===== src/rtl/pid_speed_pwm_controller_core_assert.svh =====
// ----------------------------------------------------------------------------
// PID speed controller assertion macros
// Shared property shapes for the controller's concurrent checks.
// ----------------------------------------------------------------------------
`ifndef PID_SPEED_PWM_CONTROLLER_CORE_ASSERT_SVH
`define PID_SPEED_PWM_CONTROLLER_CORE_ASSERT_SVH

// The consequent must hold in the same cycle as the antecedent.
`define PSC_ASSERT_IMPL(lbl, ante, cons, msg) \
	lbl: assert property (@(posedge clk) disable iff (!arst_n) (ante) |-> (cons)) \
		else $error(msg);

// The consequent must hold in the cycle after the antecedent.
`define PSC_ASSERT_NEXT(lbl, ante, cons, msg) \
	lbl: assert property (@(posedge clk) disable iff (!arst_n) (ante) |=> (cons)) \
		else $error(msg);

`endif


===== src/rtl/psc_pkg.sv =====
// ----------------------------------------------------------------------------
// PID speed controller package
// Widths, register codes and payload types shared by the controller files.
// ----------------------------------------------------------------------------
package psc_pkg;

	localparam int SPEED_W    = 16;
	localparam int GAIN_W     = 16;
	localparam int LIMIT_W    = 32;
	localparam int ERR_W      = 17;
	localparam int DIFF_W     = 18;
	localparam int TP_W       = 33;
	localparam int TI_W       = 32;
	localparam int TD_W       = 34;
	localparam int ACC_W      = 34;
	localparam int SUM_W      = 36;
	localparam int FRAC_W     = 8;
	localparam int WHOLE_W    = SUM_W - 1 - FRAC_W;
	localparam int DRIVE_W    = 10;
	localparam int CFG_IDX_W  = 3;
	localparam int CFG_DATA_W = 32;

	localparam logic [DRIVE_W-1:0] DRIVE_MAX = 10'd1023;
	localparam logic [DRIVE_W-1:0] DRIVE_MIN = 10'd120;

	typedef enum logic [CFG_IDX_W-1:0] {
		REG_TARGET      = 3'd0,
		REG_GAIN_P      = 3'd1,
		REG_GAIN_I      = 3'd2,
		REG_GAIN_D      = 3'd3,
		REG_INTEG_UPPER = 3'd4,
		REG_INTEG_LOWER = 3'd5
	} cfg_reg_t;

	typedef struct packed {
		logic signed [SPEED_W-1:0] measured_speed;
		logic                      measured_valid;
	} meas_t;

	typedef struct packed {
		logic [DRIVE_W-1:0] pwm_drive;
	} drive_t;

	typedef struct packed {
		logic signed [SPEED_W-1:0] target_speed;
		logic signed [GAIN_W-1:0]  gain_p;
		logic signed [GAIN_W-1:0]  gain_i;
		logic signed [GAIN_W-1:0]  gain_d;
		logic signed [LIMIT_W-1:0] integ_upper;
		logic signed [LIMIT_W-1:0] integ_lower;
	} cfg_t;

	typedef struct packed {
		logic signed [TP_W-1:0] term_p;
		logic signed [TI_W-1:0] term_i;
		logic signed [TD_W-1:0] term_d;
	} terms_t;

endpackage


===== src/rtl/psc_stream_if.sv =====
// ----------------------------------------------------------------------------
// PID speed controller stream interface
// Valid/ready channel carrying one payload item per request.
// ----------------------------------------------------------------------------
interface psc_stream_if #(parameter type payload_t = logic) ();

	logic     valid;
	logic     ready;
	payload_t payload;

	modport source (output valid, output payload, input ready);
	modport sink   (input valid, input payload, output ready);

endinterface


===== src/rtl/psc_terms.sv =====
// ----------------------------------------------------------------------------
// PID term stage
// Registers the sample, then forms the error, P, clamped I and D terms.
// ----------------------------------------------------------------------------
module psc_terms (
	input  logic            clk,
	input  logic            arst_n,
	input  psc_pkg::cfg_t   cfg,
	input  logic            adv,
	input  logic            take,
	input  psc_pkg::meas_t  meas_data,
	output logic            valid_s2,
	output psc_pkg::terms_t terms
);
	import psc_pkg::*;

	logic                     valid_s1;
	meas_t                    meas_s1;
	logic signed [ERR_W-1:0]  prev_error_q;
	logic signed [TP_W-1:0]   term_p_q;
	logic signed [TI_W-1:0]   integ_acc_q;
	logic signed [TD_W-1:0]   term_d_q;

	logic signed [ERR_W-1:0]  err;
	logic signed [DIFF_W-1:0] err_diff;
	logic signed [TP_W-1:0]   prod_p;
	logic signed [TP_W-1:0]   prod_i;
	logic signed [TD_W-1:0]   prod_d;
	logic signed [ACC_W-1:0]  integ_sum;
	logic signed [ACC_W-1:0]  integ_hi;
	logic signed [ACC_W-1:0]  integ_lo;
	logic signed [ACC_W-1:0]  integ_clamped;
	logic                     update;

	always_comb begin
		err      = ERR_W'(cfg.target_speed) - ERR_W'(meas_s1.measured_speed);
		err_diff = DIFF_W'(prev_error_q) - DIFF_W'(err);
		prod_p   = TP_W'(cfg.gain_p) * TP_W'(err);
		prod_i   = TP_W'(cfg.gain_i) * TP_W'(err);
		prod_d   = TD_W'(cfg.gain_d) * TD_W'(err_diff);
		integ_sum = ACC_W'(integ_acc_q) + ACC_W'(prod_i);
		integ_hi  = ACC_W'(cfg.integ_upper);
		integ_lo  = ACC_W'(cfg.integ_lower);
		// Upper limit first, then lower, so a crossed pair resolves to the lower limit.
		integ_clamped = integ_sum;
		if (integ_clamped > integ_hi) begin
			integ_clamped = integ_hi;
		end
		if (integ_clamped < integ_lo) begin
			integ_clamped = integ_lo;
		end
	end

	assign update = adv && valid_s1 && meas_s1.measured_valid;

	always_ff @(posedge clk or negedge arst_n) begin
		if (!arst_n) begin
			valid_s1 <= 1'b0;
			valid_s2 <= 1'b0;
		end else if (adv) begin
			valid_s1 <= take;
			valid_s2 <= valid_s1;
		end
	end

	always_ff @(posedge clk) begin
		if (adv) begin
			meas_s1 <= meas_data;
		end
	end

	always_ff @(posedge clk or negedge arst_n) begin
		if (!arst_n) begin
			prev_error_q <= '0;
			term_p_q     <= '0;
			integ_acc_q  <= '0;
			term_d_q     <= '0;
		end else if (update) begin
			prev_error_q <= err;
			term_p_q     <= prod_p;
			integ_acc_q  <= TI_W'(integ_clamped);
			term_d_q     <= prod_d;
		end
	end

	// The integral term always equals the clamped integrator.
	assign terms.term_p = term_p_q;
	assign terms.term_i = integ_acc_q;
	assign terms.term_d = term_d_q;

endmodule


===== src/rtl/psc_drive.sv =====
// ----------------------------------------------------------------------------
// PID drive stage
// Sums the previous drive with the terms, truncates, clamps and outputs.
// ----------------------------------------------------------------------------
`include "pid_speed_pwm_controller_core_assert.svh"

module psc_drive (
	input  logic            clk,
	input  logic            arst_n,
	input  logic            valid_s2,
	input  psc_pkg::terms_t terms,
	output logic            adv,
	psc_stream_if.source    drive
);
	import psc_pkg::*;

	logic [DRIVE_W-1:0]      prev_drive_q;
	logic [DRIVE_W-1:0]      out_q;
	logic                    out_valid_q;
	logic signed [SUM_W-1:0] total;
	logic [WHOLE_W-1:0]      whole;
	logic [DRIVE_W-1:0]      drive_next;

	// The pipeline moves whenever the result register is empty or being taken.
	assign adv = !out_valid_q || drive.ready;

	always_comb begin
		total = SUM_W'($signed({1'b0, prev_drive_q, FRAC_W'(0)}))
			+ SUM_W'(terms.term_p) + SUM_W'(terms.term_i) + SUM_W'(terms.term_d);
		whole = total[SUM_W-2:FRAC_W];
		// A negative sum truncates to zero or below and lands on the floor anyway,
		// so only non-negative sums need the shift, where floor equals truncation.
		if (total[SUM_W-1]) begin
			drive_next = DRIVE_MIN;
		end else if (whole > WHOLE_W'(DRIVE_MAX)) begin
			drive_next = DRIVE_MAX;
		end else if (whole < WHOLE_W'(DRIVE_MIN)) begin
			drive_next = DRIVE_MIN;
		end else begin
			drive_next = whole[DRIVE_W-1:0];
		end
	end

	always_ff @(posedge clk or negedge arst_n) begin
		if (!arst_n) begin
			out_valid_q  <= 1'b0;
			prev_drive_q <= '0;
		end else if (adv) begin
			out_valid_q <= valid_s2;
			if (valid_s2) begin
				prev_drive_q <= drive_next;
			end
		end
	end

	always_ff @(posedge clk) begin
		if (adv && valid_s2) begin
			out_q <= drive_next;
		end
	end

	assign drive.valid             = out_valid_q;
	assign drive.payload.pwm_drive = out_q;

	`PSC_ASSERT_IMPL(a_drive_in_range, out_valid_q, (out_q >= DRIVE_MIN) && (out_q <= DRIVE_MAX), "pwm drive outside its clamp range")
	`PSC_ASSERT_IMPL(a_prev_tracks_out, out_valid_q, prev_drive_q == out_q, "stored drive differs from the pending result")
	`PSC_ASSERT_NEXT(a_item_reaches_out, adv && valid_s2, out_valid_q && (prev_drive_q == out_q), "advanced item did not reach the result register")

endmodule


===== src/rtl/pid_speed_pwm_controller_core.sv =====
// ----------------------------------------------------------------------------
// PID speed controller with PWM drive output
// Top level: configuration registers, term stage and drive stage.
// ----------------------------------------------------------------------------
// Usage:
// Speed samples arrive as requests on the meas channel (speed plus a flag that
// marks the sample usable); each request yields exactly one request on the
// drive channel carrying the new PWM drive value in 120..1023.
// From acceptance to the drive value being offered, the sample register holds
// the sample, the P, I and D term registers are updated from it, and then the
// terms are added to the previous drive and clamped into the result register.
// Throughput is one sample per cycle unless the receiver stalls; the feedback of
// the previous drive into the clamp and of the integrator into its own add is combinational.
// Reset clears the terms, the integrator, the stored error and the stored
// drive, sets gains and target to zero and opens the integrator limits fully.
// When the receiver stalls with a result pending, the whole pipeline holds and
// meas.ready drops; when the result register is free, samples keep flowing.
// Configuration writes via cfg_we/cfg_idx/cfg_wdata take effect at once and
// are meant to be issued while no sample is in flight.
// ----------------------------------------------------------------------------
module pid_speed_pwm_controller_core (
	input  logic                             clk,
	input  logic                             arst_n,
	psc_stream_if.sink                       meas,
	psc_stream_if.source                     drive,
	input  logic                             cfg_we,
	input  logic [psc_pkg::CFG_IDX_W-1:0]    cfg_idx,
	input  logic [psc_pkg::CFG_DATA_W-1:0]   cfg_wdata
);
	import psc_pkg::*;

	cfg_t   cfg_q;
	terms_t terms;
	logic   adv;
	logic   take;
	logic   valid_s2;

	always_ff @(posedge clk or negedge arst_n) begin
		if (!arst_n) begin
			cfg_q.target_speed <= '0;
			cfg_q.gain_p       <= '0;
			cfg_q.gain_i       <= '0;
			cfg_q.gain_d       <= '0;
			cfg_q.integ_upper  <= {1'b0, {(LIMIT_W-1){1'b1}}};
			cfg_q.integ_lower  <= {1'b1, {(LIMIT_W-1){1'b0}}};
		end else if (cfg_we) begin
			unique case (cfg_reg_t'(cfg_idx))
				REG_TARGET:      cfg_q.target_speed <= cfg_wdata[SPEED_W-1:0];
				REG_GAIN_P:      cfg_q.gain_p       <= cfg_wdata[GAIN_W-1:0];
				REG_GAIN_I:      cfg_q.gain_i       <= cfg_wdata[GAIN_W-1:0];
				REG_GAIN_D:      cfg_q.gain_d       <= cfg_wdata[GAIN_W-1:0];
				REG_INTEG_UPPER: cfg_q.integ_upper  <= cfg_wdata[LIMIT_W-1:0];
				REG_INTEG_LOWER: cfg_q.integ_lower  <= cfg_wdata[LIMIT_W-1:0];
				default: begin
					// Writes to unused indexes are dropped.
				end
			endcase
		end
	end

	assign meas.ready = adv;
	assign take       = meas.valid && adv;

	psc_terms u_terms (
		.clk       (clk),
		.arst_n    (arst_n),
		.cfg       (cfg_q),
		.adv       (adv),
		.take      (take),
		.meas_data (meas.payload),
		.valid_s2  (valid_s2),
		.terms     (terms)
	);

	psc_drive u_drive (
		.clk      (clk),
		.arst_n   (arst_n),
		.valid_s2 (valid_s2),
		.terms    (terms),
		.adv      (adv),
		.drive    (drive)
	);

endmodule


===== src/flat_wrapper.sv =====
// flat-port wrapper written by rule: the top's interface ports become plain ports
module pid_speed_pwm_controller_core_flat import psc_pkg::*;
  (clk, arst_n, cfg_we, cfg_idx, cfg_wdata, meas_valid, meas_payload, meas_ready, drive_valid, drive_payload, drive_ready);
  psc_stream_if #(.payload_t(meas_t)) meas_i ();
  psc_stream_if #(.payload_t(drive_t)) drive_i ();
  input  logic clk;
  input  logic arst_n;
  input  logic cfg_we;
  input  logic [psc_pkg::CFG_IDX_W-1:0] cfg_idx;
  input  logic [psc_pkg::CFG_DATA_W-1:0] cfg_wdata;
  input wire logic [$bits(meas_i.valid)-1:0] meas_valid;
  input wire logic [$bits(meas_i.payload)-1:0] meas_payload;
  output wire logic [$bits(meas_i.ready)-1:0] meas_ready;
  output wire logic [$bits(drive_i.valid)-1:0] drive_valid;
  output wire logic [$bits(drive_i.payload)-1:0] drive_payload;
  input wire logic [$bits(drive_i.ready)-1:0] drive_ready;
  assign meas_i.valid = meas_valid;
  assign meas_i.payload = meas_payload;
  assign meas_ready = meas_i.ready;
  assign drive_valid = drive_i.valid;
  assign drive_payload = drive_i.payload;
  assign drive_i.ready = drive_ready;
  pid_speed_pwm_controller_core u_core (.clk(clk), .arst_n(arst_n), .meas(meas_i), .drive(drive_i), .cfg_we(cfg_we), .cfg_idx(cfg_idx), .cfg_wdata(cfg_wdata));
endmodule

===== config.mk =====
export PLATFORM = sky130hd
export DESIGN_NAME = pid_speed_pwm_controller_core_flat
export DESIGN_NICKNAME = d
export VERILOG_FILES = /design/src/rtl/psc_pkg.sv /design/src/rtl/psc_stream_if.sv /design/src/rtl/psc_terms.sv /design/src/rtl/psc_drive.sv /design/src/rtl/pid_speed_pwm_controller_core.sv /design/src/flat_wrapper.sv
export VERILOG_INCLUDE_DIRS = /design/src /design/src/rtl
export SDC_FILE = /design/constraint.sdc
export NUM_CORES = 2
export LEC_CHECK = 0
export BUFFER_PORTS_ARGS = -buffer_cell sky130_fd_sc_hd__buf_4
export CORE_ASPECT_RATIO = 0.6
export CORE_MARGIN = 2
export CORE_UTILIZATION = 43
export CTS_CLUSTER_DIAMETER = 30
export DETAILED_ROUTE_END_ITERATION = 10
export GPL_ROUTABILITY_DRIVEN = 0
export GPL_TIMING_DRIVEN = 0
export PLACE_DENSITY = 0.56
export SLEW_MARGIN = 20
export SYNTH_ARGS = -nofsm -noshare
export SYNTH_HDL_FRONTEND = slang
export SYNTH_SLANG_ARGS = --single-unit

===== constraint.sdc =====
create_clock -name clk -period 17.8 [get_ports clk]
set_clock_uncertainty 0.2 [all_clocks]
set_input_delay 3.56 -clock clk [delete_from_list [all_inputs] [get_ports clk]]
set_output_delay 3.56 -clock clk [all_outputs]
set_load 0.02 [all_outputs]

=== Word-level counts from Yosys, hierarchy flattened ===
Cells that the tools add are included.
Widths: inputs -> output; s select.

* Register bits: 284

* Add/sub/neg operators: 6
* Multiply operators: 3
* Order comparisons: 4
* Equality and inequality tests: 5
* Muxes and demuxes: 5
* Reductions and logical operators: 14

{| class="wikitable"
|+ Operators by type and width
! operator !! count
|-
| $mul 16x17->33 || 2
|-
| $add 35x34->36 || 1
|-
| $add 34x32->35 || 1
|-
| $add 19x33->34 || 1
|-
| $add 32x33->34 || 1
|-
| $gt 34x32->1 || 1
|-
| $lt 34x32->1 || 1
|-
| $mul 16x18->34 || 1
|-
| $mux 34 || 1
|-
| $mux 32 || 1
|-
| $mux 10 || 3
|-
| $gt 27x10->1 const B || 1
|-
| $lt 27x7->1 const B || 1
|-
| $sub 17x17->18 || 1
|-
| $sub 16x16->17 || 1
|-
| $reduce_and 2->1 || 7
|-
| $eq 3x2->1 const B || 2
|-
| $eq 3x3->1 const B || 2
|-
| $logic_and 1x1->1 || 4
|-
| $eq 3x1->1 const B || 1
|-
| $logic_not 3->1 || 1
|-
| $logic_not 1->1 || 1
|-
| $logic_or 1x1->1 || 1
|}

=== Depth between registers and ports, before layout ===
* Depth in word-level cells: 7
* Mapped depth: 59

=== By module ===
From an unflattened synthesis, not the netlist that was laid out.

* Cell total of the unflattened synthesis: 5,396
* Area, all modules: 50,913.8 um^2

{| class="wikitable"
|+ By module, submodules not included
! module !! instances !! cells each !! area each (um^2)
|-
| psc_terms || 1 || 4,561 || 41,358.4
|-
| pid_speed_pwm_controller_core || 1 || 276 || 5,084.9
|-
| psc_drive || 1 || 559 || 4,470.5
|}

=== Worst setup path before layout ===
No wires, ideal clock.

* Path kind: reg-to-reg
* Start: reg u_core.u_terms.meas_s1[2] (netlist name)
* End: reg u_core.u_terms.integ_acc_q[10]
* Arrival time: 12,680 ps
* Setup slack: 4,788 ps
* Stages on the path, launching flop included: 56
* Buffers on the path: 6
* Clock period less this slack: 13,012 ps
* Path through: edfxtp_1 inv_1 ha_1 nor2b_1 o21ai_1 a21boi_1 o211ai_1 a21oi_1 a2111oi_1 nor3_1 or4_1 nand3_1 buf_2 nand2_1 fa_1 fa_1 fa_1 inv_1 (+20 left out) or2_1 nand3_1 o21ai_1 buf_2 mux2_2 ha_1 a21o_1 a21o_1 a21o_1 a21o_1 a2111oi_0 o21ai_0 mux2i_1 nor3b_1 clkbuf_1 buf_4 mux2i_1 o21ai_1

* Cells in the longest elaborated chain, start to end: 7

{| class="wikitable"
|+ RTL lines
! item !! RTL line !! RTL
|-
| start: declaration || psc_terms.sv:18 || <nowiki>meas_t meas_s1;</nowiki>
|-
| start signal: assignment || psc_terms.sv:68 || <nowiki>meas_s1 <= meas_data;</nowiki>
|-
| $sub 16x16->17 * || psc_terms.sv:36 || <nowiki>err = ERR_W'(cfg.target_speed) - ERR_W'(meas_s1.measured_speed);</nowiki>
|-
| $mul 16x17->33 * || psc_terms.sv:39 || <nowiki>prod_i = TP_W'(cfg.gain_i) * TP_W'(err);</nowiki>
|-
| $add 32x33->34 * || psc_terms.sv:41 || <nowiki>integ_sum = ACC_W'(integ_acc_q) + ACC_W'(prod_i);</nowiki>
|-
| $gt 34x32->1 || psc_terms.sv:46 || <nowiki>if (integ_clamped > integ_hi) begin</nowiki>
|-
| $mux 34 * || psc_terms.sv:46 ||
|-
| $lt 34x32->1 || psc_terms.sv:49 || <nowiki>if (integ_clamped < integ_lo) begin</nowiki>
|-
| $mux 32 * || psc_terms.sv:49 ||
|-
| end signal: assignment || psc_terms.sv:81 || <nowiki>integ_acc_q <= TI_W'(integ_clamped);</nowiki>
|-
| end: declaration || psc_terms.sv:21 || <nowiki>logic signed [TI_W-1:0] integ_acc_q;</nowiki>
|}

Every way passes the cells marked *; elsewhere a longest branch is shown, timed or not.
A chain may end at the register's enable or synchronous reset.

=== Worst setup path in the final report ===
* Start: reg u_core.u_terms.meas_s1[1] (netlist name)
* End: reg u_core.u_terms.integ_acc_q[7]

Same word-level chain as after synthesis.

==> run metrics <==
DRT Pass-1 Iters 6; Fin Setup TNS 0 ns; Die Ht ~270 um; commonest non-fill, non-tap cell in the layout inv_1; IO Port Bufs 66; initial antenna violation count 22; crit path DAT roughly 17 ns; TritonCTS sink count between 200 and 300; share of layout cells above drive strength 1 about 7.5%; Ports slightly below 70; post-synth top area share between 30% and 40%; GRT overflow 0; Clock Path Buffers 3; worst hold slack about 0.28 ns; Post-Syn Nets roughly 6700; slew margin rel. 25.2%; most used cell, CP fa_1; CP Class reg2reg; first-pass GRT wire length between 200000 and 300000 um; Hold Crit Class reg2reg; die width approximately 440 um; Hold Vio Cnt, Final 0; Post-CTS Setup Bufs 0; status finished clean; Critical Path RT between 15 and 20 ns; synthesized instance count 5314; # nets final 6856; sequential share of the synthesized area ~15%; ANT nets after route 0; Post-DP HPWL approximately 140000 um; All-Layer GR Usage about 30%; fill cell count around 11000; Area contributors post-synth fa_1 (37%), dfrtp_1 (11%), ha_1 (11%); CTS Buf Count 56; Main synth FF type dfrtp_1; row count 96; area leader, netlist fa_1; max-slew violation count 0; Root Driver clkbuf_16; number of global-route vias before repair ~38000; die area 119000 um^2; syn avg cell area ~9.4 um^2; worst skew pair latency approximately 0.67 ns; crit-path max cell delay about 0.83 ns; Setup-failing EPs final 0; max cap viols 0; CTS tree done; core area between 100000 and 150000 um^2; largest net degree at the start of global routing 94; final worst-path cycle share a little over nine tenths; Synth Register Bits about 280; RSZ-0062 raised after global routing no; Post-synth EDFFs 27; Initial Util 43.6%; Clk pin slew, worst setup/hold paths ~0.06 ns; wire length per cell between 20 and 25 um; CP max-delay cell clkbuf_1; # DRC 0; Synth cell types 83; most frequent cells in the layout inv_1 (1107), fa_1 (919), nand2_1 (658), ha_1 (434), and2_1 (310); fmax a little under 60 MHz; Setup crit end kind register; Setup crit start kind register; mapped cell area ~50000 um^2; yosys warns 0; First DRT Iteration DRCs about 3700; crit-path max FO 10; DR vias/cell 5.44; Slew @ Worst Pin ~1.1 ns; via count ~38000; Post-synth ARST share about nine tenths; H-tree lvl count 2; layout overhead on the synthesized area 9.39%; Period minus WS final between 15 and 20 ns; final WL 172000 um
-- worst paths after layout --
check,from,endpoint,slack [ns],cells after the start
worst max-delay path,u_core.u_terms.meas_s1[1],u_core.u_terms.integ_acc_q[7],0.75,56
worst min-delay path,u_core.u_terms.term_p_q[0],u_core.u_terms.term_p_q[0],0.28,2
worst max register to register,u_core.u_terms.meas_s1[1],u_core.u_terms.integ_acc_q[7],0.75,56
worst min register to register,u_core.u_terms.term_p_q[0],u_core.u_terms.term_p_q[0],0.28,2
max in group asynchronous,arst_n,u_core.cfg_q[61],13.17,3
min in group asynchronous,arst_n,u_core.cfg_q[118],2.73,1
-- final cells by class --
class	instances	area, um^2	area share (%)
Antenna cell	11	27.5	0.0503
Buffer	220	860	1.57
Clock buffer	63	1470	2.68
Clock inverter	43	558	1.02
Inverter	1108	4160	7.59
Multi-Input combinational cell	3702	37900	69.2
Sequential cell	284	7280	13.3
Tap cell	1519	1900	3.47
Timing Repair Buffer	74	611	1.11
-- per-stage QoR --
step	instance area (um^2)	worst slack (ns)	util (%)	instances
after floorplan	50100	4.79	-	5314
after global placement	52500	0.337	45.6	6899
after detailed placement	52700	0.760	45.8	6907
after CTS	54700	0.653	47.6	7013
after global routing	54800	0.0528	47.6	7018
final	54800	0.749	47.7	7024
-- sequential cells by signal, indices dropped and copies added, names as in the netlist --
name	count
u_core.cfg_q	128
u_core.u_terms.term_d_q	34
u_core.u_terms.term_p_q	33
u_core.u_terms.integ_acc_q	32
u_core.u_terms.meas_s1	17
u_core.u_terms.prev_error_q	17
u_core.u_drive.drive.payload	10
u_core.u_drive.prev_drive_q	10
u_core.u_drive.drive.valid	1
u_core.u_terms.valid_s1	1
u_core.u_terms.valid_s2	1
-- critical path: cells and delay by family (launching register included) --
kind                       cells  cell delay (ns)
muxes                          3             1.11
DFF                            1             0.43
adders and majority gates     11             4.82
buffers and inverters          9             2.49
xor gates and xnor gates       1             0.18
AOI/OAI and AO/OA             23             5.66
and+or+nand+nor                9             1.97
-- metal layers --
metal  up-vias  track usage (%)  part of all wire [%]
met4         8             5.21                   1.8
met2      1796             36.5                    36
met3       176             13.5                    15
met5         -                0                 0.035
li1      16800                -                     -
met1     19500             46.6                    48
-- cells by family after synthesis --
group | count (synthesis) | synth area share [%]
AND/OR/NAND/NOR | 1406 | 13.6
adder cells (fa/ha/maj) | 1353 | 47.6
buffers and inverters | 1328 | 10.0
AO/OA/AOI/OAI | 615 | 7.75
flip-flops | 284 | 14.5
multiplexers | 187 | 4.10
XOR/XNOR | 141 | 2.47
-- repair_timing --
item / 4_1_cts / 5_1_grt
endpoints found under the setup margin: 0 / 30
gates resized for setup: 0 / 4
hold endpoints to repair: 0 / 0
hold buffers: 0 / 0
-- cell usage after synthesis (7+ instances only) --
cell / count
nor3_1: 38
xor2_1: 41
a2111oi_0: 8
nand4_1: 29
inv_1: 1107
or2_2: 7
a211oi_1: 20
xnor2_1: 100
nor3b_1: 7
and2_1: 310
nand3_1: 54
o21bai_1: 20
nor2_1: 126
mux2_2: 144
o31ai_1: 8
clkbuf_1: 199
a21o_1: 68
dfstp_2: 32
mux2i_1: 43
ha_1: 434
o21ai_1: 51
edfxtp_1: 27
nor2b_1: 70
and4_1: 7
buf_1: 9
o211ai_1: 16
dfrtp_1: 225
and3_1: 18
a31oi_1: 20
o21ai_0: 177
or3_1: 11
o21a_1: 23
fa_1: 919
nand2_1: 658
buf_2: 8
nand2b_1: 48
a21oi_1: 121
Power is left out: the tool's default activity adds up to more than one toggle a clock period on the data nets, which glitch-free logic cannot reach.
